==> src/trie_prefix_counter_core_macros.svh <==
// assertion macros shared by the trie prefix counter modules
`ifndef TRIE_PREFIX_COUNTER_CORE_MACROS_SVH
`define TRIE_PREFIX_COUNTER_CORE_MACROS_SVH

// same-cycle implication, checked on clk, off while arst_n is low
`define TPC_ASSERT(label, ante, cons, msg) \
	label: assert property (@(posedge clk) disable iff (!arst_n) (ante) |-> (cons)) \
		else $error(msg);

// next-cycle implication, checked on clk, off while arst_n is low
`define TPC_ASSERT_NEXT(label, ante, cons, msg) \
	label: assert property (@(posedge clk) disable iff (!arst_n) (ante) |=> (cons)) \
		else $error(msg);

`endif

==> src/tpc_ram.sv <==
// generic single-write single-read ram with registered read data
module tpc_ram #(
	parameter int WIDTH = 8,
	parameter int DEPTH = 16,
	localparam int ADDR_BITS = (DEPTH > 1) ? $clog2(DEPTH) : 1
) (
	input  logic                 clk,
	input  logic                 we,
	input  logic [ADDR_BITS-1:0] waddr,
	input  logic [WIDTH-1:0]     wdata,
	input  logic                 re,
	input  logic [ADDR_BITS-1:0] raddr,
	output logic [WIDTH-1:0]     rdata
);
	logic [WIDTH-1:0] mem_q [DEPTH];

	always_ff @(posedge clk) begin
		if (we) begin
			mem_q[waddr] <= wdata;
		end
		if (re) begin
			rdata <= mem_q[raddr];
		end
	end
endmodule

==> config.mk <==
export PLATFORM = sky130hd
export DESIGN_NAME = tpc_ram
export DESIGN_NICKNAME = d
export VERILOG_FILES = /design/src/trie_prefix_counter_core_macros.svh /design/src/tpc_ram.sv
export SDC_FILE = /design/constraint.sdc
export NUM_CORES = 1
export LEC_CHECK = 0
export ABC_AREA = 1
export BUFFER_PORTS_ARGS = -buffer_cell sky130_fd_sc_hd__buf_4
export CAP_MARGIN = 20
export CORE_AREA = 3 3 161 100
export DETAILED_ROUTE_END_ITERATION = 8
export DIE_AREA = 0 0 164 103
export REMOVE_ABC_BUFFERS = 1
export SKIP_CTS_REPAIR_TIMING = 1
export SLEW_MARGIN = 20
export SYNTH_ARGS = -nofsm -noshare
export SYNTH_HDL_FRONTEND = slang
export SYNTH_SLANG_ARGS = --single-unit
==> constraint.sdc <==
create_clock -name clk -period 2.97 [get_ports clk]
set_input_delay 0.594 -clock clk [delete_from_list [all_inputs] [get_ports clk]]
set_output_delay 0.594 -clock clk [all_outputs]
set_load 0.1 [all_outputs]
==> qor.yml <==
cts.sinks: 136
core_area_sq_um: 14590
die_area_sq_um: 16890
power.total_mw: 4.628
grt_setup_unrepaired: "false"
critical_path_class: "register to output port"
synthesis.area_sq_um: 5847
vias: 3892
cts_root_buffer: "clkbuf_16"
ys_ff_latch: 136
vdd_drop_max_mv: 0.4180
worst_setup_path_start_kind: "register"
syn_inst: 551
critPathMaxFanout: 1
die_w_microns: 164
synth_largest_area_cell: "edfxtp_1"
die_height_microns: 103
min_path_type: "primary input to register"
synth_area_per_cell_sq_um: 10.61
required_ns: 2.38
hold_violations: 0
diodes: 0
grt_pass1_wl_microns: 20730
layout_commonest_cell: "nand2_1"
worstMarginPinSlew_ns: 0.9980
ys_warn_count: 0
r2r_setup_slack_ns: 1.80
antenna_found_initial: 0
layout_common_cells: "nand2_1, edfxtp_1, inv_1"
place_inst: 764
swShare_pct: 22.95
crit_buf_inv: 1
viasPerCell: 4.889
ys_types: 11
grt.overflow.total: 0
numCtsBuffers: 17
clk_latency_ns: 0.41
grt_max_degree: 65
cts_buffer_depth: 2
initialDrtViolationCount: 306
ant_nets: 0
max_freq_ghz: 0.5540
track_usage_pct: 16.70
initial_core_util_pct: 40.07
dp_hpwl_microns: 8699
drt_wl_total_microns: 13560
setup_viol: 0
dr.pass1.iters: 5
grt_pass1_vias: 3659
drc: 0
pwr-share-clk_pct: 45.9
fin_cells: 796
htreeDepth: 4
max_stage_delay_ns: 0.46
timing.final.crit_share_pct: 60.78
slowest_stage: "edfxtp_1"
fin_area_sq_um: 6824
seq_area_frac_synth_pct: 69.85
fin_util_pct: 46.77
cts_tree: "done"
port_buffers: 26
p_switching_mw: 1.062
std_cell_rows: 34
intPower_mw: 3.566
seqPwrFrac_pct: 47.1
layout-drive-gt1-share_pct: 12.21
crit_family: "flip-flops"
fill_cells: 1331
wl_per_cell_microns: 17.04
fin_nets: 604
yosysTopAreaCellShare_pct: 69.85
outcome: "finished, final reports clean"
clk_pin_slew_ns: 0.06
critical_path.cell_chain: "buf_4"
place_area_sq_um: 6221
powerDensity_nw_per_um2: 678.2
fin_worst_skew_ns: 0.01104
io_pins: 27
p_leak_nw: 2.902
min_period_ns: 1.805
pwr-share-comb_pct: 7.0
globalplace.congestion: 0.8271
ys_top_cells_by_area: "edfxtp_1, nand2_1, nand3_1"
maxCapViolCount: 0
setup.worst_path.end_class: "output port"
relSlewSlack_pct: 33.22
area_delta_synth_final_pct: 16.71
drv_slew: 0
tns_ns: 0
crit_arrival_ns: 1.21
area by class of cell:
cell class                 count  area (sq um)  share of cell area [%]
sequential                   136          4084                   59.85
multi-input combinational    289          1214                   17.79
timing repair buffer          39         292.8                   4.290
inverter                     102         382.9                   5.611
clock inverter                15         177.7                   2.604
tap                          198         247.7                   3.630
clock buffer                  17         425.4                   6.234
stage by stage:
stage                     setup WS, ns  hold slack [ns]
after floorplan                  1.255           0.6822
after global placement          0.8914           0.7213
after detailed placement        0.8662           0.7159
after CTS                        1.205           0.5043
after global routing             1.160           0.5075
final                            1.165           0.5087
cell usage after synthesis:
| library cell | instances |
|---|---|
| inv_1 | 100 |
| buf_4 | 4 |
| inv_2 | 2 |
| buf_6 | 6 |
| nand3_1 | 97 |
| nand2_1 | 173 |
| buf_1 | 1 |
| nand3b_1 | 2 |
| edfxtp_1 | 136 |
| nor2_1 | 17 |
| buf_2 | 13 |
flip-flops by register name, indices dropped and copies added (netlist names):
name,cells
mem_q,128
rdata,8
power groups by stage:
| stage | registers [mW] | clock network, mW | logic, mW |
|---|---|---|---|
| after floorplan | 2.28 | 0 | 0.116 |
| after global placement | 2.22 | 0 | 0.321 |
| after detailed placement | 2.22 | 0 | 0.325 |
| after CTS | 2.18 | 2.16 | 0.328 |
| after global routing | 2.18 | 2.24 | 0.356 |
| final | 2.18 | 2.12 | 0.326 |
logic make-up after synthesis:
| family | share of synthesized area [%] |
|---|---|
| DFF | 69.85 |
| and+or+nand+nor | 20.76 |
| buffers and inverters | 9.394 |
metal layers:
metal	vias to the layer above	share of wire, %	track usage, %
li1	1850	-	-
met1	1886	49	24.75
met2	141	43	24.24
met3	15	6.7	3.974
met4	0	1.2	5.458
met5	-	0	0
final timing paths:
path,start,endpoint,cells past startpoint
worst max-delay path,rdata[7],rdata[7],1
worst min-delay path,re,rdata[0],1
worst max register to register,mem_q[9][5],rdata[5],6
worst min register to register,mem_q[10][0],rdata[0],6
Note: power is estimated with default switching activity, not from simulation.
