--- src/trie_prefix_counter_core_macros.svh ---
// assertion macros shared by the trie prefix counter modules
`ifndef TRIE_PREFIX_COUNTER_CORE_MACROS_SVH
`define TRIE_PREFIX_COUNTER_CORE_MACROS_SVH

// same-cycle implication, checked on clk, off while arst_n is low
`define TPC_ASSERT(label, ante, cons, msg) \
	label: assert property (@(posedge clk) disable iff (!arst_n) (ante) |-> (cons)) \
		else $error(msg);

// next-cycle implication, checked on clk, off while arst_n is low
`define TPC_ASSERT_NEXT(label, ante, cons, msg) \
	label: assert property (@(posedge clk) disable iff (!arst_n) (ante) |=> (cons)) \
		else $error(msg);

`endif

--- src/tpc_pkg.sv ---
// shared constants, types and the symbol decoder of the trie prefix counter
package tpc_pkg;

	localparam int NODE_COUNT    = 4096;
	localparam int ALPHABET_SIZE = 62;
	localparam int COUNT_BITS    = 16;

	localparam int NODE_BITS   = (NODE_COUNT > 1) ? $clog2(NODE_COUNT) : 1;
	localparam int FREE_BITS   = $clog2(NODE_COUNT + 1);
	localparam int SYM_BITS    = $clog2(ALPHABET_SIZE);
	localparam int ROW_BITS    = ALPHABET_SIZE * NODE_BITS;
	localparam int CMD_BITS    = 2;
	localparam int CHAR_BITS   = 8;
	localparam int PCOUNT_BITS = 16;
	localparam int STATUS_BITS = 2;

	localparam logic [COUNT_BITS-1:0]  COUNT_MAX  = {COUNT_BITS{1'b1}};
	localparam logic [PCOUNT_BITS-1:0] PCOUNT_MAX = {PCOUNT_BITS{1'b1}};

	// command codes
	localparam logic [CMD_BITS-1:0] CMD_INSERT = 2'd0;
	localparam logic [CMD_BITS-1:0] CMD_QUERY  = 2'd1;
	localparam logic [CMD_BITS-1:0] CMD_CLEAR  = 2'd2;
	localparam logic [CMD_BITS-1:0] CMD_NOP    = 2'd3;

	// status codes
	localparam logic [STATUS_BITS-1:0] ST_OK        = 2'd0;
	localparam logic [STATUS_BITS-1:0] ST_BAD_CHAR  = 2'd1;
	localparam logic [STATUS_BITS-1:0] ST_POOL_FULL = 2'd2;

	// alphabet layout
	localparam int UPPER_BASE = 26;
	localparam int DIGIT_BASE = 52;
	localparam logic [CHAR_BITS-1:0] CH_LOWER_A = 8'h61;
	localparam logic [CHAR_BITS-1:0] CH_LOWER_Z = 8'h7A;
	localparam logic [CHAR_BITS-1:0] CH_UPPER_A = 8'h41;
	localparam logic [CHAR_BITS-1:0] CH_UPPER_Z = 8'h5A;
	localparam logic [CHAR_BITS-1:0] CH_DIGIT_0 = 8'h30;
	localparam logic [CHAR_BITS-1:0] CH_DIGIT_9 = 8'h39;

	// one row of the child store: the child pointer of every symbol of a node
	typedef logic [ALPHABET_SIZE-1:0][NODE_BITS-1:0] row_t;

	typedef struct packed {
		logic                 ok;
		logic [SYM_BITS-1:0]  idx;
	} sym_t;

	// walk stage to count stage
	typedef struct packed {
		logic                   valid;
		logic                   last;
		logic                   inc;
		logic                   use_count;
		logic [STATUS_BITS-1:0] status;
		logic [NODE_BITS-1:0]   node;
	} tally_req_t;

	// clearing pass position
	typedef struct packed {
		logic                 active;
		logic [NODE_BITS-1:0] addr;
	} sweep_t;

	function automatic sym_t sym_decode(input logic [CHAR_BITS-1:0] ch);
		sym_t s;
		s.ok  = 1'b1;
		s.idx = '0;
		case (ch) inside
			[CH_LOWER_A:CH_LOWER_Z]: s.idx = SYM_BITS'(ch - CH_LOWER_A);
			[CH_UPPER_A:CH_UPPER_Z]: s.idx = SYM_BITS'(32'(ch - CH_UPPER_A) + UPPER_BASE);
			[CH_DIGIT_0:CH_DIGIT_9]: s.idx = SYM_BITS'(32'(ch - CH_DIGIT_0) + DIGIT_BASE);
			default:                 s.ok  = 1'b0;
		endcase
		return s;
	endfunction

	function automatic logic [PCOUNT_BITS-1:0] clip_count(input logic [COUNT_BITS-1:0] c);
		logic [PCOUNT_BITS-1:0] r;
		r = PCOUNT_BITS'(c);
		if (COUNT_BITS > PCOUNT_BITS && 33'(c) > 33'(PCOUNT_MAX)) begin
			r = PCOUNT_MAX;
		end
		return r;
	endfunction

endpackage

--- src/tpc_if.sv ---


interface tpc_rsp_if;
	import tpc_pkg::*;
	logic                   valid;
	logic                   ready;
	logic [PCOUNT_BITS-1:0] prefix_count;
	logic [STATUS_BITS-1:0] status;

	modport source(output valid, prefix_count, status, input ready);
	modport sink(input valid, prefix_count, status, output ready);
endinterface

--- src/tpc_tally.sv ---
// count stage: saturating prefix count update and result register
module tpc_tally (
	input  logic                          clk,
	input  logic                          arst_n,
	input  tpc_pkg::tally_req_t           tally_req,
	input  tpc_pkg::sweep_t               sweep,
	output logic                          tally_free,
	output logic                          cnt_we,
	output logic [tpc_pkg::NODE_BITS-1:0]  cnt_waddr,
	output logic [tpc_pkg::COUNT_BITS-1:0] cnt_wdata,
	input  logic [tpc_pkg::COUNT_BITS-1:0] cnt_rdata,
	tpc_rsp_if.source                     rsp
);
	import tpc_pkg::*;

	`include "trie_prefix_counter_core_macros.svh"

	logic                   valid_s2;
	logic                   last_s2;
	logic                   inc_s2;
	logic                   use_s2;
	logic [STATUS_BITS-1:0] status_s2;
	logic [NODE_BITS-1:0]   node_s2;

	logic                   out_valid_q;
	logic [PCOUNT_BITS-1:0] out_count_q;
	logic [STATUS_BITS-1:0] out_status_q;

	logic                   fire;
	logic [COUNT_BITS-1:0]  count_inc;

	// count read data stays on the ram output until the next walk reads again
	assign fire       = valid_s2 && (!last_s2 || !out_valid_q || rsp.ready);
	assign tally_free = !valid_s2 || fire;
	assign count_inc  = (cnt_rdata == COUNT_MAX) ? cnt_rdata : cnt_rdata + 1'b1;

	always_comb begin
		if (sweep.active) begin
			cnt_we    = 1'b1;
			cnt_waddr = sweep.addr;
			cnt_wdata = '0;
		end else begin
			cnt_we    = fire && inc_s2;
			cnt_waddr = node_s2;
			cnt_wdata = count_inc;
		end
	end

	assign rsp.valid        = out_valid_q;
	assign rsp.prefix_count = out_count_q;
	assign rsp.status       = out_status_q;

	always_ff @(posedge clk or negedge arst_n) begin
		if (!arst_n) begin
			valid_s2    <= 1'b0;
			out_valid_q <= 1'b0;
		end else begin
			if (tally_req.valid) begin
				valid_s2 <= 1'b1;
			end else if (fire) begin
				valid_s2 <= 1'b0;
			end
			if (fire && last_s2) begin
				out_valid_q <= 1'b1;
			end else if (rsp.ready) begin
				out_valid_q <= 1'b0;
			end
		end
	end

	always_ff @(posedge clk) begin
		if (tally_req.valid) begin
			last_s2   <= tally_req.last;
			inc_s2    <= tally_req.inc;
			use_s2    <= tally_req.use_count;
			status_s2 <= tally_req.status;
			node_s2   <= tally_req.node;
		end
		if (fire && last_s2) begin
			out_count_q  <= use_s2 ? clip_count(cnt_rdata) : '0;
			out_status_q <= status_s2;
		end
	end

	`TPC_ASSERT(a_load_empty, tally_req.valid, !valid_s2,
		"walk result arrives while count stage is still busy")
	`TPC_ASSERT(a_fail_zero, out_valid_q, out_status_q == ST_OK || out_count_q == '0,
		"failed word reports a nonzero prefix count")
	`TPC_ASSERT(a_no_sweep_update, sweep.active, !valid_s2,
		"count stage holds a request during the clearing pass")
endmodule
--- src/flat_wrapper.sv ---
// flat-port wrapper written by rule: the top's interface ports become plain ports
module tpc_tally_flat import tpc_pkg::*;
  (clk, arst_n, tally_req, sweep, tally_free, cnt_we, cnt_waddr, cnt_wdata, cnt_rdata, rsp_valid, rsp_prefix_count, rsp_status, rsp_ready);
  tpc_rsp_if rsp_i ();
  input  logic clk;
  input  logic arst_n;
  input  tpc_pkg::tally_req_t tally_req;
  input  tpc_pkg::sweep_t sweep;
  output logic tally_free;
  output logic cnt_we;
  output logic [tpc_pkg::NODE_BITS-1:0] cnt_waddr;
  output logic [tpc_pkg::COUNT_BITS-1:0] cnt_wdata;
  input  logic [tpc_pkg::COUNT_BITS-1:0] cnt_rdata;
  output wire logic [$bits(rsp_i.valid)-1:0] rsp_valid;
  output wire logic [$bits(rsp_i.prefix_count)-1:0] rsp_prefix_count;
  output wire logic [$bits(rsp_i.status)-1:0] rsp_status;
  input wire logic [$bits(rsp_i.ready)-1:0] rsp_ready;
  assign rsp_valid = rsp_i.valid;
  assign rsp_prefix_count = rsp_i.prefix_count;
  assign rsp_status = rsp_i.status;
  assign rsp_i.ready = rsp_ready;
  tpc_tally u_core (.clk(clk), .arst_n(arst_n), .tally_req(tally_req), .sweep(sweep), .tally_free(tally_free), .cnt_we(cnt_we), .cnt_waddr(cnt_waddr), .cnt_wdata(cnt_wdata), .cnt_rdata(cnt_rdata), .rsp(rsp_i));
endmodule
--- config.mk ---
export PLATFORM = sky130hd
export DESIGN_NAME = tpc_tally_flat
export DESIGN_NICKNAME = d
export VERILOG_FILES = /design/src/tpc_pkg.sv /design/src/tpc_if.sv /design/src/tpc_tally.sv /design/src/flat_wrapper.sv
export VERILOG_INCLUDE_DIRS = /design/src /design/src/src
export SDC_FILE = /design/constraint.sdc
export NUM_CORES = 1
export LEC_CHECK = 0
export ABC_AREA = 1
export BUFFER_PORTS_ARGS = -buffer_cell sky130_fd_sc_hd__buf_2
export CORE_MARGIN = 1.5
export CORE_UTILIZATION = 46
export CTS_CLUSTER_SIZE = 12
export DETAILED_ROUTE_END_ITERATION = 16
export GPL_TIMING_DRIVEN = 0
export PLACE_DENSITY = 0.86
export SYNTH_ARGS = -nofsm -noshare
export SYNTH_HDL_FRONTEND = slang
export SYNTH_SLANG_ARGS = --single-unit
--- constraint.sdc ---
create_clock -name clk -period 1.8 [get_ports clk]
set_input_delay 0.18 -clock clk [delete_from_list [all_inputs] [get_ports clk]]
set_output_delay 0.18 -clock clk [all_outputs]
set_load 0.02 [all_outputs]
==> impl_metrics.tcl <==
set metrics [dict create \
    finalMaxSlewViolations 0 \
    antenna_found_initial 0 \
    endpoint_kind "primary output" \
    synthAdderAreaFrac_pct 0.622 \
    clkTransAtPathRegs_ns 0.07 \
    syn_area_um2 2010 \
    fin_worst_skew_ns 0.00903 \
    tightest_slew_ns 0.491 \
    synth_fp_nets 295 \
    relSlewSlack_pct 67.3 \
    synthMuxAreaShare_pct 0 \
    start_kind "input pin" \
    ys_types 22 \
    postCtsSetupBuffers 0 \
    p_per_area_nw_per_um2 798 \
    rsz0062_at_grt "false" \
    via_per_inst 4.92 \
    outcome "finished clean" \
    finalHoldViolCount 0 \
    wl_per_cell_um 11.9 \
    cts_sinks 37 \
    io_buffer_count 97 \
    seq_area_frac_synth_pct 54.7 \
    multiInputGateArea_um2 722 \
    hpwl_mm 3.75 \
    area_delta_synth_final_pct 33.3 \
    core_um2 4120 \
    arrival_ns 1.49 \
    die_h_um 69.2 \
    max-vdd-ir-drop_uv 637 \
    fin_crit_sh_pct 92.8 \
    timing.setup.tns_ns 0 \
    num_vias 1966 \
    fillerInstances 362 \
    cp_data_required_time_ns 1.62 \
    layout_commonest_cell "buf_2" \
    wl_mm 4.75 \
    ys_ff_latch 37 \
    diodes 0 \
    dieArea_um2 4780 \
    nets 400 \
    gp_congestion 0.860 \
    setup_ws_ns 0.130 \
    setup_violations 0 \
    grt_usage_pct 19.7 \
    crit_type "in -> out" \
    hp-class "in -> reg" \
    drc 0 \
    grt_max_degree 19 \
    ioPinCount 99 \
    grt_pass1_wl_mm 7.63 \
    synth_xor_area_share_pct 0 \
    power.total_w 0.00214 \
    drt_iter0_drc 138 \
    cts_tree "built" \
    p_leak_nw 1.45 \
    grt_pass1_vias 1785 \
    period_minus_slack_ns 1.67 \
    critPathMaxFanout 7 \
    cts_buffers 5 \
    rows 23 \
    h-tree-depth 2 \
    die_x_um 69.2 \
    synth-compound-area-share_pct 4.91 \
    cts_root_buffer "clkbuf_8" \
    syn_avg_cell_area_um2 8.25 \
    drive_gt1_share_pct 35.4 \
    clock_path_buffers 2 \
    synth_top_family_by_area "simple AND/OR/NAND/NOR gates" \
    r2r_setup_slack_ns 0.38 \
    synth-simple-area-share_pct 30.2 \
    max_freq_mhz 599 \
    ys_warn_count 0 \
    synth_cells 244 \
    first_pass_iters 4 \
    mostFrequentLayoutCells "buf_2 (100), nand2_1 (88), inv_1 (40)" \
    dpl_worst_slack_ns 0.0907 \
    ant_nets 0 \
    clk_latency_ns 0.29 \
    grt-ovfl-total 0 \
    start_util_pct 48.9 \
    final-seq-area_um2 1100 \
    max_cap_viol_count 0 \
]
-- final cells by class --
class	count	area share, %
buffer	6	0.979
clock buffer	6	2.70
clock inverter	2	1.26
inverter	44	6.34
multi-input combinational	157	26.9
sequential	37	41.0
tap	50	2.33
timing repair buffer	98	18.5
-- path summary, 6_finish.rpt --
| check | from | to | depth (start not counted) |
|---|---|---|---|
| setup / recovery | cnt_rdata[0] | cnt_wdata[3] | 9 |
| hold / removal | tally_req[14] | u_core.use_s2 | 1 |
| setup reg to reg | u_core.last_s2 | u_core.rsp.prefix_count[9] | 3 |
| hold reg to reg | u_core.status_s2[0] | u_core.rsp.status[0] | 0 |
| max in group asynchronous | arst_n | u_core.valid_s2 | 2 |
| min in group asynchronous | arst_n | u_core.rsp.valid | 2 |
-- registers in the layout, summed over array words and instances, names as in the netlist --
register,flops
u_core.status_s2,2
u_core.node_s2,12
u_core.use_s2,1
u_core.rsp.prefix_count,16
u_core.inc_s2,1
u_core.last_s2,1
u_core.rsp.valid,1
u_core.valid_s2,1
u_core.rsp.status,2
-- critical path: stages --
cell     delay (ns)
buf_2          0.15
ha_2           0.25
inv_1          0.09
nor2_2         0.13
nand2_2        0.09
nor2_2         0.14
nand2_2        0.09
a31oi_1        0.16
buf_2          0.19
-- cells by family after synthesis --
group | Yosys count
simple gates | 138
compound gates | 18
flops | 37
buf+inv | 50
fa+ha+maj | 1
-- timing repair --
action / CTS / global route
setup endpoints to repair: 0 / 30
hold buffers: 1 / 0
hold endpoints to repair: 2 / 0
gates resized for setup: 0 / 2
-- report_power, final --
group / leakage [nW] / switching, W / internal (W)
logic: 1.04 / 0.000276 / 0.000140
registers: 0.362 / 0.0000170 / 0.00102
clock network: 0.0528 / 0.000284 / 0.000409
-- per-stage QoR --
step	area [um2]	std cells	util (%)	hold WS [ns]
finish	2680	400	65.2	0.0611
global placement	2560	391	62.2	-0.0350
floorplan	2010	244	-	-0.116
global route	2680	400	65.2	0.0477
CTS	2680	400	65.1	0.0581
detailed placement	2560	391	62.2	-0.0284
-- layer usage --
layer	GRT usage, %	wire length (um)	vias up
met3	7.31	412	5
met1	22.3	1850	879
li1	-	-	989
met4	6.10	46	0
met5	0	0	-
met2	34.5	2440	93
-- synth_stat cells, drive strengths merged --
| cell type | n | area (um2) |
|---|---|---|
| nand2 | 92 | 355 |
| inv | 43 | 161 |
| edfxtp | 35 | 1050 |
| nor2 | 22 | 108 |
| nand3 | 15 | 87.6 |
| o21ai | 8 | 40.0 |
| a31oi | 7 | 43.8 |
| nand4 | 6 | 37.5 |
| a21oi | 3 | 15.0 |
| buf | 3 | 15.0 |
| clkbuf | 3 | 11.3 |
| dfrtp | 2 | 50.1 |
| or2 | 2 | 12.5 |
| clkinv | 1 | 5.00 |
| ha | 1 | 12.5 |
| nand3b | 1 | 7.51 |
Power figures use the tool's default switching activity.
