==> config.mk <==
export PLATFORM = sky130hd
export DESIGN_NAME = tpc_walk_flat
export DESIGN_NICKNAME = d
export VERILOG_FILES = /design/src/tpc_pkg.sv /design/src/tpc_if.sv /design/src/tpc_walk.sv /design/src/flat_wrapper.sv
export VERILOG_INCLUDE_DIRS = /design/src /design/src/src
export SDC_FILE = /design/constraint.sdc
export NUM_CORES = 1
export LEC_CHECK = 0
export BUFFER_PORTS_ARGS = -buffer_cell sky130_fd_sc_hd__buf_2
export CORE_AREA = 10 10 606 608
export CTS_BUF_LIST = sky130_fd_sc_hd__clkbuf_4 sky130_fd_sc_hd__clkbuf_8
export DETAILED_ROUTE_END_ITERATION = 16
export DIE_AREA = 0 0 616 618
export PLACE_DENSITY = 0.3
export SLEW_MARGIN = 0
export SYNTH_ARGS = -nofsm -noshare
export SYNTH_HDL_FRONTEND = slang
export SYNTH_SLANG_ARGS = --single-unit
==> constraint.sdc <==
create_clock -name clk -period 14.1 [get_ports clk]
set_clock_uncertainty 0.05 [all_clocks]
set_input_delay 3.525 -clock clk [delete_from_list [all_inputs] [get_ports clk]]
set_output_delay 3.525 -clock clk [all_outputs]
set_load 0.05 [all_outputs]
==> src/trie_prefix_counter_core_macros.svh <==
// assertion macros shared by the trie prefix counter modules
`ifndef TRIE_PREFIX_COUNTER_CORE_MACROS_SVH
`define TRIE_PREFIX_COUNTER_CORE_MACROS_SVH

// same-cycle implication, checked on clk, off while arst_n is low
`define TPC_ASSERT(label, ante, cons, msg) \
	label: assert property (@(posedge clk) disable iff (!arst_n) (ante) |-> (cons)) \
		else $error(msg);

// next-cycle implication, checked on clk, off while arst_n is low
`define TPC_ASSERT_NEXT(label, ante, cons, msg) \
	label: assert property (@(posedge clk) disable iff (!arst_n) (ante) |=> (cons)) \
		else $error(msg);

`endif

==> src/tpc_pkg.sv <==
// shared constants, types and the symbol decoder of the trie prefix counter
package tpc_pkg;

	localparam int NODE_COUNT    = 4096;
	localparam int ALPHABET_SIZE = 62;
	localparam int COUNT_BITS    = 16;

	localparam int NODE_BITS   = (NODE_COUNT > 1) ? $clog2(NODE_COUNT) : 1;
	localparam int FREE_BITS   = $clog2(NODE_COUNT + 1);
	localparam int SYM_BITS    = $clog2(ALPHABET_SIZE);
	localparam int ROW_BITS    = ALPHABET_SIZE * NODE_BITS;
	localparam int CMD_BITS    = 2;
	localparam int CHAR_BITS   = 8;
	localparam int PCOUNT_BITS = 16;
	localparam int STATUS_BITS = 2;

	localparam logic [COUNT_BITS-1:0]  COUNT_MAX  = {COUNT_BITS{1'b1}};
	localparam logic [PCOUNT_BITS-1:0] PCOUNT_MAX = {PCOUNT_BITS{1'b1}};

	// command codes
	localparam logic [CMD_BITS-1:0] CMD_INSERT = 2'd0;
	localparam logic [CMD_BITS-1:0] CMD_QUERY  = 2'd1;
	localparam logic [CMD_BITS-1:0] CMD_CLEAR  = 2'd2;
	localparam logic [CMD_BITS-1:0] CMD_NOP    = 2'd3;

	// status codes
	localparam logic [STATUS_BITS-1:0] ST_OK        = 2'd0;
	localparam logic [STATUS_BITS-1:0] ST_BAD_CHAR  = 2'd1;
	localparam logic [STATUS_BITS-1:0] ST_POOL_FULL = 2'd2;

	// alphabet layout
	localparam int UPPER_BASE = 26;
	localparam int DIGIT_BASE = 52;
	localparam logic [CHAR_BITS-1:0] CH_LOWER_A = 8'h61;
	localparam logic [CHAR_BITS-1:0] CH_LOWER_Z = 8'h7A;
	localparam logic [CHAR_BITS-1:0] CH_UPPER_A = 8'h41;
	localparam logic [CHAR_BITS-1:0] CH_UPPER_Z = 8'h5A;
	localparam logic [CHAR_BITS-1:0] CH_DIGIT_0 = 8'h30;
	localparam logic [CHAR_BITS-1:0] CH_DIGIT_9 = 8'h39;

	// one row of the child store: the child pointer of every symbol of a node
	typedef logic [ALPHABET_SIZE-1:0][NODE_BITS-1:0] row_t;

	typedef struct packed {
		logic                 ok;
		logic [SYM_BITS-1:0]  idx;
	} sym_t;

	// walk stage to count stage
	typedef struct packed {
		logic                   valid;
		logic                   last;
		logic                   inc;
		logic                   use_count;
		logic [STATUS_BITS-1:0] status;
		logic [NODE_BITS-1:0]   node;
	} tally_req_t;

	// clearing pass position
	typedef struct packed {
		logic                 active;
		logic [NODE_BITS-1:0] addr;
	} sweep_t;

	function automatic sym_t sym_decode(input logic [CHAR_BITS-1:0] ch);
		sym_t s;
		s.ok  = 1'b1;
		s.idx = '0;
		case (ch) inside
			[CH_LOWER_A:CH_LOWER_Z]: s.idx = SYM_BITS'(ch - CH_LOWER_A);
			[CH_UPPER_A:CH_UPPER_Z]: s.idx = SYM_BITS'(32'(ch - CH_UPPER_A) + UPPER_BASE);
			[CH_DIGIT_0:CH_DIGIT_9]: s.idx = SYM_BITS'(32'(ch - CH_DIGIT_0) + DIGIT_BASE);
			default:                 s.ok  = 1'b0;
		endcase
		return s;
	endfunction

	function automatic logic [PCOUNT_BITS-1:0] clip_count(input logic [COUNT_BITS-1:0] c);
		logic [PCOUNT_BITS-1:0] r;
		r = PCOUNT_BITS'(c);
		if (COUNT_BITS > PCOUNT_BITS && 33'(c) > 33'(PCOUNT_MAX)) begin
			r = PCOUNT_MAX;
		end
		return r;
	endfunction

endpackage

==> src/tpc_if.sv <==
// request and result channel interfaces of the trie prefix counter
interface tpc_req_if;
	import tpc_pkg::*;
	logic                 valid;
	logic                 ready;
	logic [CMD_BITS-1:0]  command;
	logic [CHAR_BITS-1:0] symbol;
	logic                 last;

	modport source(output valid, command, symbol, last, input ready);
	modport sink(input valid, command, symbol, last, output ready);
endinterface


==> src/tpc_walk.sv <==
// trie walk: child row read, node allocation, word state and clearing pass
module tpc_walk (
	input  logic                       clk,
	input  logic                       arst_n,
	tpc_req_if.sink                    req,
	input  logic                       tally_free,
	output tpc_pkg::tally_req_t        tally_req,
	output tpc_pkg::sweep_t            sweep,
	output logic                       row_we,
	output logic [tpc_pkg::NODE_BITS-1:0] row_waddr,
	output logic [tpc_pkg::ROW_BITS-1:0]  row_wdata,
	output logic                       row_re,
	output logic [tpc_pkg::NODE_BITS-1:0] row_raddr,
	input  logic [tpc_pkg::ROW_BITS-1:0]  row_rdata,
	output logic                       cnt_re,
	output logic [tpc_pkg::NODE_BITS-1:0] cnt_raddr
);
	import tpc_pkg::*;

	`include "trie_prefix_counter_core_macros.svh"

	localparam logic [1:0] S_CLEAR = 2'd0;
	localparam logic [1:0] S_IDLE  = 2'd1;
	localparam logic [1:0] S_WALK  = 2'd2;

	localparam logic [NODE_BITS-1:0] LAST_NODE = NODE_BITS'(NODE_COUNT - 1);
	localparam logic [FREE_BITS-1:0] POOL_END  = FREE_BITS'(NODE_COUNT);

	logic [1:0]             state_q;
	logic [NODE_BITS-1:0]   clr_addr_q;
	logic [FREE_BITS-1:0]   next_free_q;
	logic [NODE_BITS-1:0]   cur_q;
	logic                   failed_q;
	logic [STATUS_BITS-1:0] wstatus_q;

	logic [CMD_BITS-1:0]    cmd_s1;
	sym_t                   sym_s1;
	logic                   last_s1;

	logic                   acc;
	logic                   walking;
	row_t                   row_rd;
	row_t                   row_upd;
	logic [NODE_BITS-1:0]   child;
	logic                   missing;
	logic                   pool_full;
	logic                   is_query;
	logic                   is_insert;
	logic                   walk_ok;
	logic                   alloc;
	logic [NODE_BITS-1:0]   new_node;
	logic                   fail_n;
	logic [STATUS_BITS-1:0] stat_n;

	assign req.ready = (state_q == S_IDLE) && tally_free;
	assign acc       = req.valid && req.ready;
	assign walking   = (state_q == S_WALK);

	assign row_rd    = row_rdata;
	assign child     = row_rd[sym_s1.idx];
	assign missing   = (child == '0);
	assign pool_full = (next_free_q == POOL_END);
	assign is_query  = (cmd_s1 == CMD_QUERY);
	assign is_insert = (cmd_s1 == CMD_INSERT);

	assign alloc    = walking && !failed_q && sym_s1.ok && missing && is_insert && !pool_full;
	assign walk_ok  = walking && !failed_q && sym_s1.ok && (!missing || alloc);
	assign new_node = alloc ? next_free_q[NODE_BITS-1:0] : child;

	// first failure of the word decides its status
	always_comb begin
		fail_n = failed_q;
		stat_n = wstatus_q;
		if (!failed_q) begin
			if (!sym_s1.ok) begin
				fail_n = 1'b1;
				stat_n = ST_BAD_CHAR;
			end else if (missing && is_query) begin
				fail_n = 1'b1;
			end else if (missing && pool_full) begin
				fail_n = 1'b1;
				stat_n = ST_POOL_FULL;
			end
		end
	end

	// child row read on acceptance, write back with the new pointer or zero rows
	always_comb begin
		row_upd = row_rd;
		row_upd[sym_s1.idx] = new_node;
		if (state_q == S_CLEAR) begin
			row_we    = 1'b1;
			row_waddr = clr_addr_q;
			row_wdata = '0;
		end else begin
			row_we    = alloc;
			row_waddr = cur_q;
			row_wdata = row_upd;
		end
	end

	assign row_re    = acc && (req.command == CMD_INSERT || req.command == CMD_QUERY);
	assign row_raddr = cur_q;

	assign cnt_re    = walk_ok;
	assign cnt_raddr = new_node;

	assign sweep.active = (state_q == S_CLEAR);
	assign sweep.addr   = clr_addr_q;

	assign tally_req.valid     = walking;
	assign tally_req.last      = last_s1;
	assign tally_req.inc       = walk_ok && is_insert;
	assign tally_req.use_count = walk_ok && is_query;
	assign tally_req.status    = stat_n;
	assign tally_req.node      = new_node;

	always_ff @(posedge clk or negedge arst_n) begin
		if (!arst_n) begin
			state_q     <= S_CLEAR;
			clr_addr_q  <= '0;
			next_free_q <= FREE_BITS'(1);
			cur_q       <= '0;
			failed_q    <= 1'b0;
			wstatus_q   <= ST_OK;
		end else begin
			case (state_q)
				S_CLEAR: begin
					clr_addr_q <= clr_addr_q + 1'b1;
					if (clr_addr_q == LAST_NODE) begin
						state_q <= S_IDLE;
					end
				end
				S_IDLE: begin
					if (acc) begin
						case (req.command)
							CMD_CLEAR: begin
								state_q     <= S_CLEAR;
								clr_addr_q  <= '0;
								next_free_q <= FREE_BITS'(1);
								cur_q       <= '0;
								failed_q    <= 1'b0;
								wstatus_q   <= ST_OK;
							end
							CMD_INSERT, CMD_QUERY: begin
								state_q <= S_WALK;
							end
							default: begin
								state_q <= S_IDLE;
							end
						endcase
					end
				end
				S_WALK: begin
					state_q <= S_IDLE;
					if (alloc) begin
						next_free_q <= next_free_q + 1'b1;
					end
					if (last_s1) begin
						cur_q     <= '0;
						failed_q  <= 1'b0;
						wstatus_q <= ST_OK;
					end else begin
						if (walk_ok) begin
							cur_q <= new_node;
						end
						failed_q  <= fail_n;
						wstatus_q <= stat_n;
					end
				end
				default: begin
					state_q <= S_IDLE;
				end
			endcase
		end
	end

	always_ff @(posedge clk) begin
		if (acc) begin
			cmd_s1  <= req.command;
			sym_s1  <= sym_decode(req.symbol);
			last_s1 <= req.last;
		end
	end

	`TPC_ASSERT(a_cur_allocated, 1'b1, FREE_BITS'(cur_q) < next_free_q,
		"current node lies beyond the allocated pool")
	`TPC_ASSERT(a_alloc_room, alloc, !pool_full && missing,
		"allocation without free node or over an existing child")
	`TPC_ASSERT_NEXT(a_walk_follows, acc && (req.command == CMD_INSERT || req.command == CMD_QUERY),
		state_q == S_WALK && !req.ready, "walk step does not follow an accepted character")
endmodule

==> src/flat_wrapper.sv <==
// flat-port wrapper written by rule: the top's interface ports become plain ports
module tpc_walk_flat import tpc_pkg::*;
  (clk, arst_n, tally_free, tally_req, sweep, row_we, row_waddr, row_wdata, row_re, row_raddr, row_rdata, cnt_re, cnt_raddr, req_valid, req_command, req_symbol, req_last, req_ready);
  tpc_req_if req_i ();
  input  logic clk;
  input  logic arst_n;
  input  logic tally_free;
  output tpc_pkg::tally_req_t tally_req;
  output tpc_pkg::sweep_t sweep;
  output logic row_we;
  output logic [tpc_pkg::NODE_BITS-1:0] row_waddr;
  output logic [tpc_pkg::ROW_BITS-1:0] row_wdata;
  output logic row_re;
  output logic [tpc_pkg::NODE_BITS-1:0] row_raddr;
  input  logic [tpc_pkg::ROW_BITS-1:0] row_rdata;
  output logic cnt_re;
  output logic [tpc_pkg::NODE_BITS-1:0] cnt_raddr;
  input wire logic [$bits(req_i.valid)-1:0] req_valid;
  input wire logic [$bits(req_i.command)-1:0] req_command;
  input wire logic [$bits(req_i.symbol)-1:0] req_symbol;
  input wire logic [$bits(req_i.last)-1:0] req_last;
  output wire logic [$bits(req_i.ready)-1:0] req_ready;
  assign req_i.valid = req_valid;
  assign req_i.command = req_command;
  assign req_i.symbol = req_symbol;
  assign req_i.last = req_last;
  assign req_ready = req_i.ready;
  tpc_walk u_core (.clk(clk), .arst_n(arst_n), .req(req_i), .tally_free(tally_free), .tally_req(tally_req), .sweep(sweep), .row_we(row_we), .row_waddr(row_waddr), .row_wdata(row_wdata), .row_re(row_re), .row_raddr(row_raddr), .row_rdata(row_rdata), .cnt_re(cnt_re), .cnt_raddr(cnt_raddr));
endmodule
==> results_dict.tcl, run 1 <==
set metrics [dict create \
    final_area_um2 33200 \
    clock_path_buffers 2 \
    p_seq_share_pct 3.3 \
    synthToLayoutAreaGrowth_pct 78.0 \
    crit_path_max_incr_delay_ns 0.90 \
    fin_crit_sh_pct 92.7 \
    grt_pass1_wl_um 534000 \
    drv_slew 3 \
    hpwlAfterDp_um 381000 \
    numCtsBuffers 5 \
    post-cts-setup-buffer-count 0 \
    peakVddDrop_mv 0.126 \
    utilization_pct 9.37 \
    initial_core_util_pct 5.26 \
    power_density_nw_per_um2 222 \
    num-fill-cells 42328 \
    die_h_um 618 \
    hold_buffers 0 \
    leakage_nw 14.0 \
    end_kind "output port" \
    synthArstFlopShare_pct 80.8 \
    clk_pin_slew_worst_paths_ns 0.13 \
    setup_violations 0 \
    ant_nets 0 \
    dp_slack_ns 0.983 \
    wl_um 449000 \
    synth_edf_count 10 \
    internal-power_mw 1.41 \
    insertion_delay_ns 0.36 \
    grt_pass1_vias 35191 \
    rows 219 \
    core_area_um2 355000 \
    post_cts_resized 0 \
    dr.pass1.iters 9 \
    finalHoldViolCount 0 \
    syn_inst 3038 \
    die_w_um 616 \
    ys_ff_latch 52 \
    setup_ws_ns 1.02 \
    arrival_ns 9.50 \
    synthFlopType "dfrtp_1" \
    critPathMaxFanout 12 \
    drcViolationCount 0 \
    cts-root-buf "clkbuf_8" \
    tns_ns 0 \
    max_freq_mhz 76.5 \
    yosys.cell_types.count 72 \
    drt_iter0_markers 4366 \
    maxSlewHeadroom_pct -2.35 \
    syn-num-nets 3807 \
    pin_count 1574 \
    clkSinkCount 52 \
    regArea_um2 1350 \
    hold_slack_ns 0.440 \
    cts_tree "yes" \
    tightest_slew_ns 1.52 \
    cpMostUsedCell "buf_4" \
    rsz0062_at_grt "no" \
    wl_per_cell_um 48.6 \
    period_needed_ns 13.08 \
    crit_slowest_cell "a221oi_1" \
    cp.required_ns 10.52 \
    p_sw_mw 5.95 \
    grt-ovfl-total 0 \
    fin_nets 5185 \
    drive_gt1_share_pct 45.3 \
    violations "capacitance limit, slew limit" \
    fp.dieArea_um2 381000 \
    antenna_found_initial 312 \
    track_usage_pct 22.1 \
    gp_congestion 0.991 \
    grt_max_degree 191 \
    ys_seq_area_share_pct 7.24 \
    drv_cap 2 \
    io_buffers 1573 \
    htreeDepth 2 \
    multi_input_area_um2 15800 \
    p_sw_share_pct 80.8 \
    power_frac_comb_pct 95.0 \
    synth_area_um2 18700 \
    placed_cell_area_um2 32900 \
    path_cells "buf_2 > mux4_2 > nand2_1 > a21oi_1 > a221oi_1 > nand4b_1 > or4_1 > nor3_2 > buf_4 > a21oi_4 > buf_4 > buf_4 > a21oi_1 > buf_2" \
    startpoint_type "input pin" \
    clkPwrFrac_pct 1.8 \
    status "complete, but fails checks" \
    ys_warn_count 0 \
    avgSynthCellArea_um2 6.15 \
    viasPerCell 4.01 \
    vias 37109 \
    critical_path_class "input pin to output port" \
    hold_class "flop to flop" \
]
-- worst max-delay path, delay by kind of cell --
kind | cells | cell delay, ns
AND/OR/NAND/NOR | 4 | 1.64
multiplexers | 1 | 0.48
buffers and inverters | 5 | 1.55
AO/OA/AOI/OAI | 4 | 2.20
-- logic make-up (layout without fill, tap and decap cells) --
group           count (synthesis)  in the layout  synth area share [%]
flops                          52             52                  7.24
mux                           221            221                  15.9
other cells                     0             82                     0
compound gates               1808           1808                  53.3
simple gates                  466            466                  11.5
fa+ha+maj                      10             10                 0.670
xor+xnor                       14             14                 0.657
buf+inv                       467           1846                  10.8
-- stage by stage --
step / std cells / total power [mW]
6_report: 9250 / 7.36
4_1_cts: 9168 / 7.44
5_1_grt: 9210 / 7.55
3_5_place_dp: 9160 / 7.30
2_1_floorplan: 3038 / 4.11
3_3_place_gp: 9158 / 7.34
-- sequential cells by signal, summed over array words and instances (netlist names) --
signal,flops
u_core.cmd_s1,2
u_core.row_raddr,12
u_core.next_free_q,13
u_core.failed_q,1
u_core.last_s1,1
u_core.sym_s1,7
u_core.state_q,2
u_core.clr_addr_q,12
u_core.wstatus_q,2
-- Yosys cell counts (9+ instances only) --
library cell	n	area, µm²
mux2_2	35	394
o22ai_1	112	701
and3_1	9	56.3
mux2i_1	126	1260
buf_2	54	270
edfxtp_1	10	300
nand2b_1	17	106
nand2_1	201	754
or3_1	11	68.8
nand4_1	16	100
a221oi_1	58	508
a21oi_1	738	3690
nand3_1	25	125
a31oi_1	11	68.8
xor2_1	9	78.8
dfrtp_1	41	1030
o21ai_0	728	3640
nor3_1	16	80.1
inv_1	42	158
buf_4	37	278
o221ai_1	10	87.6
mux4_2	55	1240
buf_1	9	33.8
a22o_1	18	158
a221o_1	10	100
a22oi_1	57	428
ha_1	10	125
nor2_1	113	424
clkbuf_1	316	1190
-- area by class of cell --
| type | count | share of cell area (%) |
|---|---|---|
| sequential | 52 | 4.07 |
| tap | 4751 | 17.9 |
| timing repair buffer | 1794 | 29.2 |
| clock buffer | 6 | 0.230 |
| clock inverter | 2 | 0.117 |
| antenna | 82 | 0.617 |
| multi-input combinational | 2519 | 47.4 |
| inverter | 44 | 0.516 |
-- power groups by stage --
stage	clock network [mW]	logic, mW	registers, mW
after floorplan	0	3.80	0.307
after global placement	0	7.10	0.243
after detailed placement	0	7.05	0.244
after CTS	0.138	7.07	0.241
after global routing	0.142	7.17	0.245
final	0.129	6.99	0.240
-- final timing paths --
check                                        from                      to  depth (start not counted)  slack, ns
setup / recovery                   row_rdata[668]          row_wdata[281]                         14       1.02
setup reg to reg                 u_core.sym_s1[2]     u_core.row_raddr[5]                         14       6.75
max in group asynchronous                  arst_n     u_core.wstatus_q[0]                          2      10.31
min in group asynchronous                  arst_n    u_core.clr_addr_q[3]                          2       3.23
hold / removal             u_core.next_free_q[12]  u_core.next_free_q[12]                          1       0.44
hold reg to reg            u_core.next_free_q[12]  u_core.next_free_q[12]                          1       0.44
-- per-layer routing --
layer	share of wire [%]	track usage (%)	routed length [µm]
met4	2.6	4.82	11600
met3	7.0	5.24	31300
met1	42	27.7	188000
met5	0.14	0	618
met2	49	38.2	218000
-- cells in the final DEF, fill, tap and decap left out, drive strengths merged, types with 7 or more instances in the layout --
master  instances
buf          1794
a21oi         740
o21ai         732
nand2         201
mux2i         127
nor2          113
o22ai         112
diode          82
a221oi         58
a22oi          57
mux4           55
inv            44
dfrtp          41
mux2           39
nand3          25
a22o           18
nand2b         17
nand4          16
nor3           16
a31oi          11
or3            11
o221ai         10
a221o          10
ha             10
edfxtp         10
and3            9
xor2            9
o22a            8
nor2b           8
nor3b           8
or4             7
and2            7
(Power assumes the default switching activity.)
==> inputs of run 2 (changes only) <==
CORE_AREA = 2 2 616 618   (was 10 10 606 608)
DIE_AREA = 0 0 618 620   (was 0 0 616 618)
MAX_ROUTING_LAYER = met4   (was not set)
==> run 2 against run 1 <==
Effect of this change:
- the run ends with antenna rules, capacitance limit, slew limit left
- critical path depth decreased by 2
- via count decreased by 1.4%
- non-clock buffer count increased by 4
- wire length decreased by 3.0%
- final area increased by 2.1%
- clock power decreased by 16%
- combinational power decreased by 1%
- fmax increased by 2.9%
- largest power group unchanged
==> results_dict.tcl, run 2 (synthesis gave the netlist of run 1 again) <==
set metrics [dict create \
    die_h_um 620 \
    synthToLayoutAreaGrowth_pct 81.7 \
    clkSinkCount 52 \
    cts-root-buf "clkbuf_8" \
    fp.dieArea_um2 383000 \
    status "complete, but fails checks" \
    reg2reg_setup_slack_ns 7.04 \
    grt_pass1_wl_um 511000 \
    clk_pin_slew_worst_paths_ns 0.12 \
    setup_violations 0 \
    post-cts-setup-buffer-count 0 \
    crit_slowest_cell "a221oi_1" \
    dr_wl_met2_um 206000 \
    critPathMaxFanout 42 \
    p_sw_mw 5.85 \
    wl_met1_um 184000 \
    wl_per_cell_um 45.2 \
    vias 36585 \
    layout_commonest_cell "buf_2" \
    critical_path_class "input pin to output port" \
    regMostFlops "u_core.next_free_q" \
    maxSlewHeadroom_pct -1.54 \
    tightest_slew_ns 1.52 \
    insertion_delay_ns 0.36 \
    io_buffers 1573 \
    grt-ovfl-total 0 \
    htreeDepth 2 \
    drcViolationCount 0 \
    p_seq_share_pct 3.3 \
    drt_iter0_markers 4642 \
    drv_cap 1 \
    drive_gt1_share_pct 45.4 \
    wl_um 436000 \
    pin_count 1574 \
    hold_class "flop to flop" \
    largest_reg_flops 13 \
    die_w_um 618 \
    viasPerCell 3.79 \
    finalNonFillerCells 9642 \
    antenna_found_initial 297 \
    dr.pass1.iters 7 \
    hold_buffers 0 \
    period_needed_ns 12.71 \
    arrival_ns 9.14 \
    route.met3.wl_um 31800 \
    post_cts_resized 0 \
    placed_cells 9429 \
    power_frac_comb_pct 95.2 \
    path_cells "buf_2 > mux2_2 > a221oi_1 > o32ai_1 > or4_1 > or4_1 > nor3_2 > buf_4 > a21oi_4 > buf_4 > a21oi_1 > buf_2" \
    end_kind "output port" \
    highest_layer "met4" \
    p_sw_share_pct 80.7 \
    violations "antenna rules, capacitance limit, slew limit" \
    leakage_nw 14.0 \
    grt_max_degree 163 \
    track_usage_pct 22.2 \
    max_freq_mhz 78.7 \
    startpoint_type "input pin" \
    num-fill-cells 45113 \
    numCtsBuffers 5 \
    final_cell_mix "1573 x buf_2, 728 x a21oi_1, 695 x o21ai_0, 205 x buf_4, 194 x nand2_1" \
    clkPwrFrac_pct 1.5 \
    fin_crit_sh_pct 90.1 \
    finalHoldViolCount 0 \
    drv_slew 3 \
    initial_core_util_pct 4.95 \
    crit_path_max_incr_delay_ns 1.21 \
    power_density_nw_per_um2 214 \
    fin_nets 5189 \
    grt_pass1_vias 33471 \
    rsz0062_at_grt "no" \
    hpwlAfterDp_um 370000 \
    cts_tree "yes" \
    peakVddDrop_mv 0.113 \
    core_area_um2 377000 \
    cp.required_ns 10.52 \
    internal-power_mw 1.40 \
    clock_path_buffers 2 \
    total_power_mw 7.25 \
    rows 226 \
    gp_congestion 0.997 \
    ant_nets 1 \
]
run 2: cell count changes in the layout (fill, tap and decap cells not counted), moves of 2 or more:
cell | previous run | this run
o21ai_2 | 1 | 3
buf_4 | 209 | 205
inv_4 | 2 | 0
diode_2 | 82 | 205
o21ai_1 | 30 | 34
buf_6 | 0 | 6
o21ai_0 | 701 | 695
run 2: metrics by stage:
step	worst slack, ns	TNS (ns)	util (%)	hold slack, ns	instance area (µm²)
after floorplan	3.16	0	-	0.387	18700
after global placement	-0.571	-0.571	8.79	0.426	33200
after detailed placement	1.28	0	8.83	0.428	33300
after CTS	1.27	0	8.86	0.447	33400
after global routing	1.24	0	8.96	0.476	33800
final	1.39	0	8.99	0.440	33900
run 2: routing by layer:
metal / vias up / track usage [%]
met4: 0 / 6.25
li1: 14495 / -
met1: 19053 / 27.6
met3: 466 / 4.75
met5: - / -
met2: 2571 / 36.0
run 2: path summary, 6_finish.rpt:
path	start	endpoint	depth (start not counted)
min reg2reg	u_core.next_free_q[12]	u_core.next_free_q[12]	1
max in group asynchronous	arst_n	u_core.next_free_q[5]	2
max reg2reg	u_core.sym_s1[1]	u_core.row_raddr[0]	9
max	row_rdata[743]	row_wdata[104]	12
min	u_core.next_free_q[12]	u_core.next_free_q[12]	1
min in group asynchronous	arst_n	u_core.row_raddr[0]	2
run 2: power groups by stage:
stage / Clock, mW / Sequential (mW) / Combinational (mW)
finish: 0.108 / 0.238 / 6.90
global route: 0.121 / 0.245 / 7.05
CTS: 0.117 / 0.240 / 6.92
detailed placement: 0 / 0.243 / 6.91
global placement: 0 / 0.243 / 6.92
floorplan: 0 / 0.307 / 3.80
run 2: area by class of cell:
type / instances / area (µm²) / share of cell area (%)
Clock inverter: 3 / 27.5 / 0.0811
Multi-Input combinational cell: 2519 / 15800 / 46.5
Clock buffer: 5 / 68.8 / 0.203
Inverter: 44 / 168 / 0.494
Antenna cell: 205 / 513 / 1.51
Sequential cell: 52 / 1350 / 3.99
Tap cell: 5016 / 6280 / 18.5
Timing Repair Buffer: 1798 / 9760 / 28.8
run 2: critical path: cells and delay by family:
family / cells / cell delay (ns)
mux: 1 / 0.28
compound gates: 4 / 2.18
buf+inv: 4 / 1.28
simple gates: 3 / 1.62
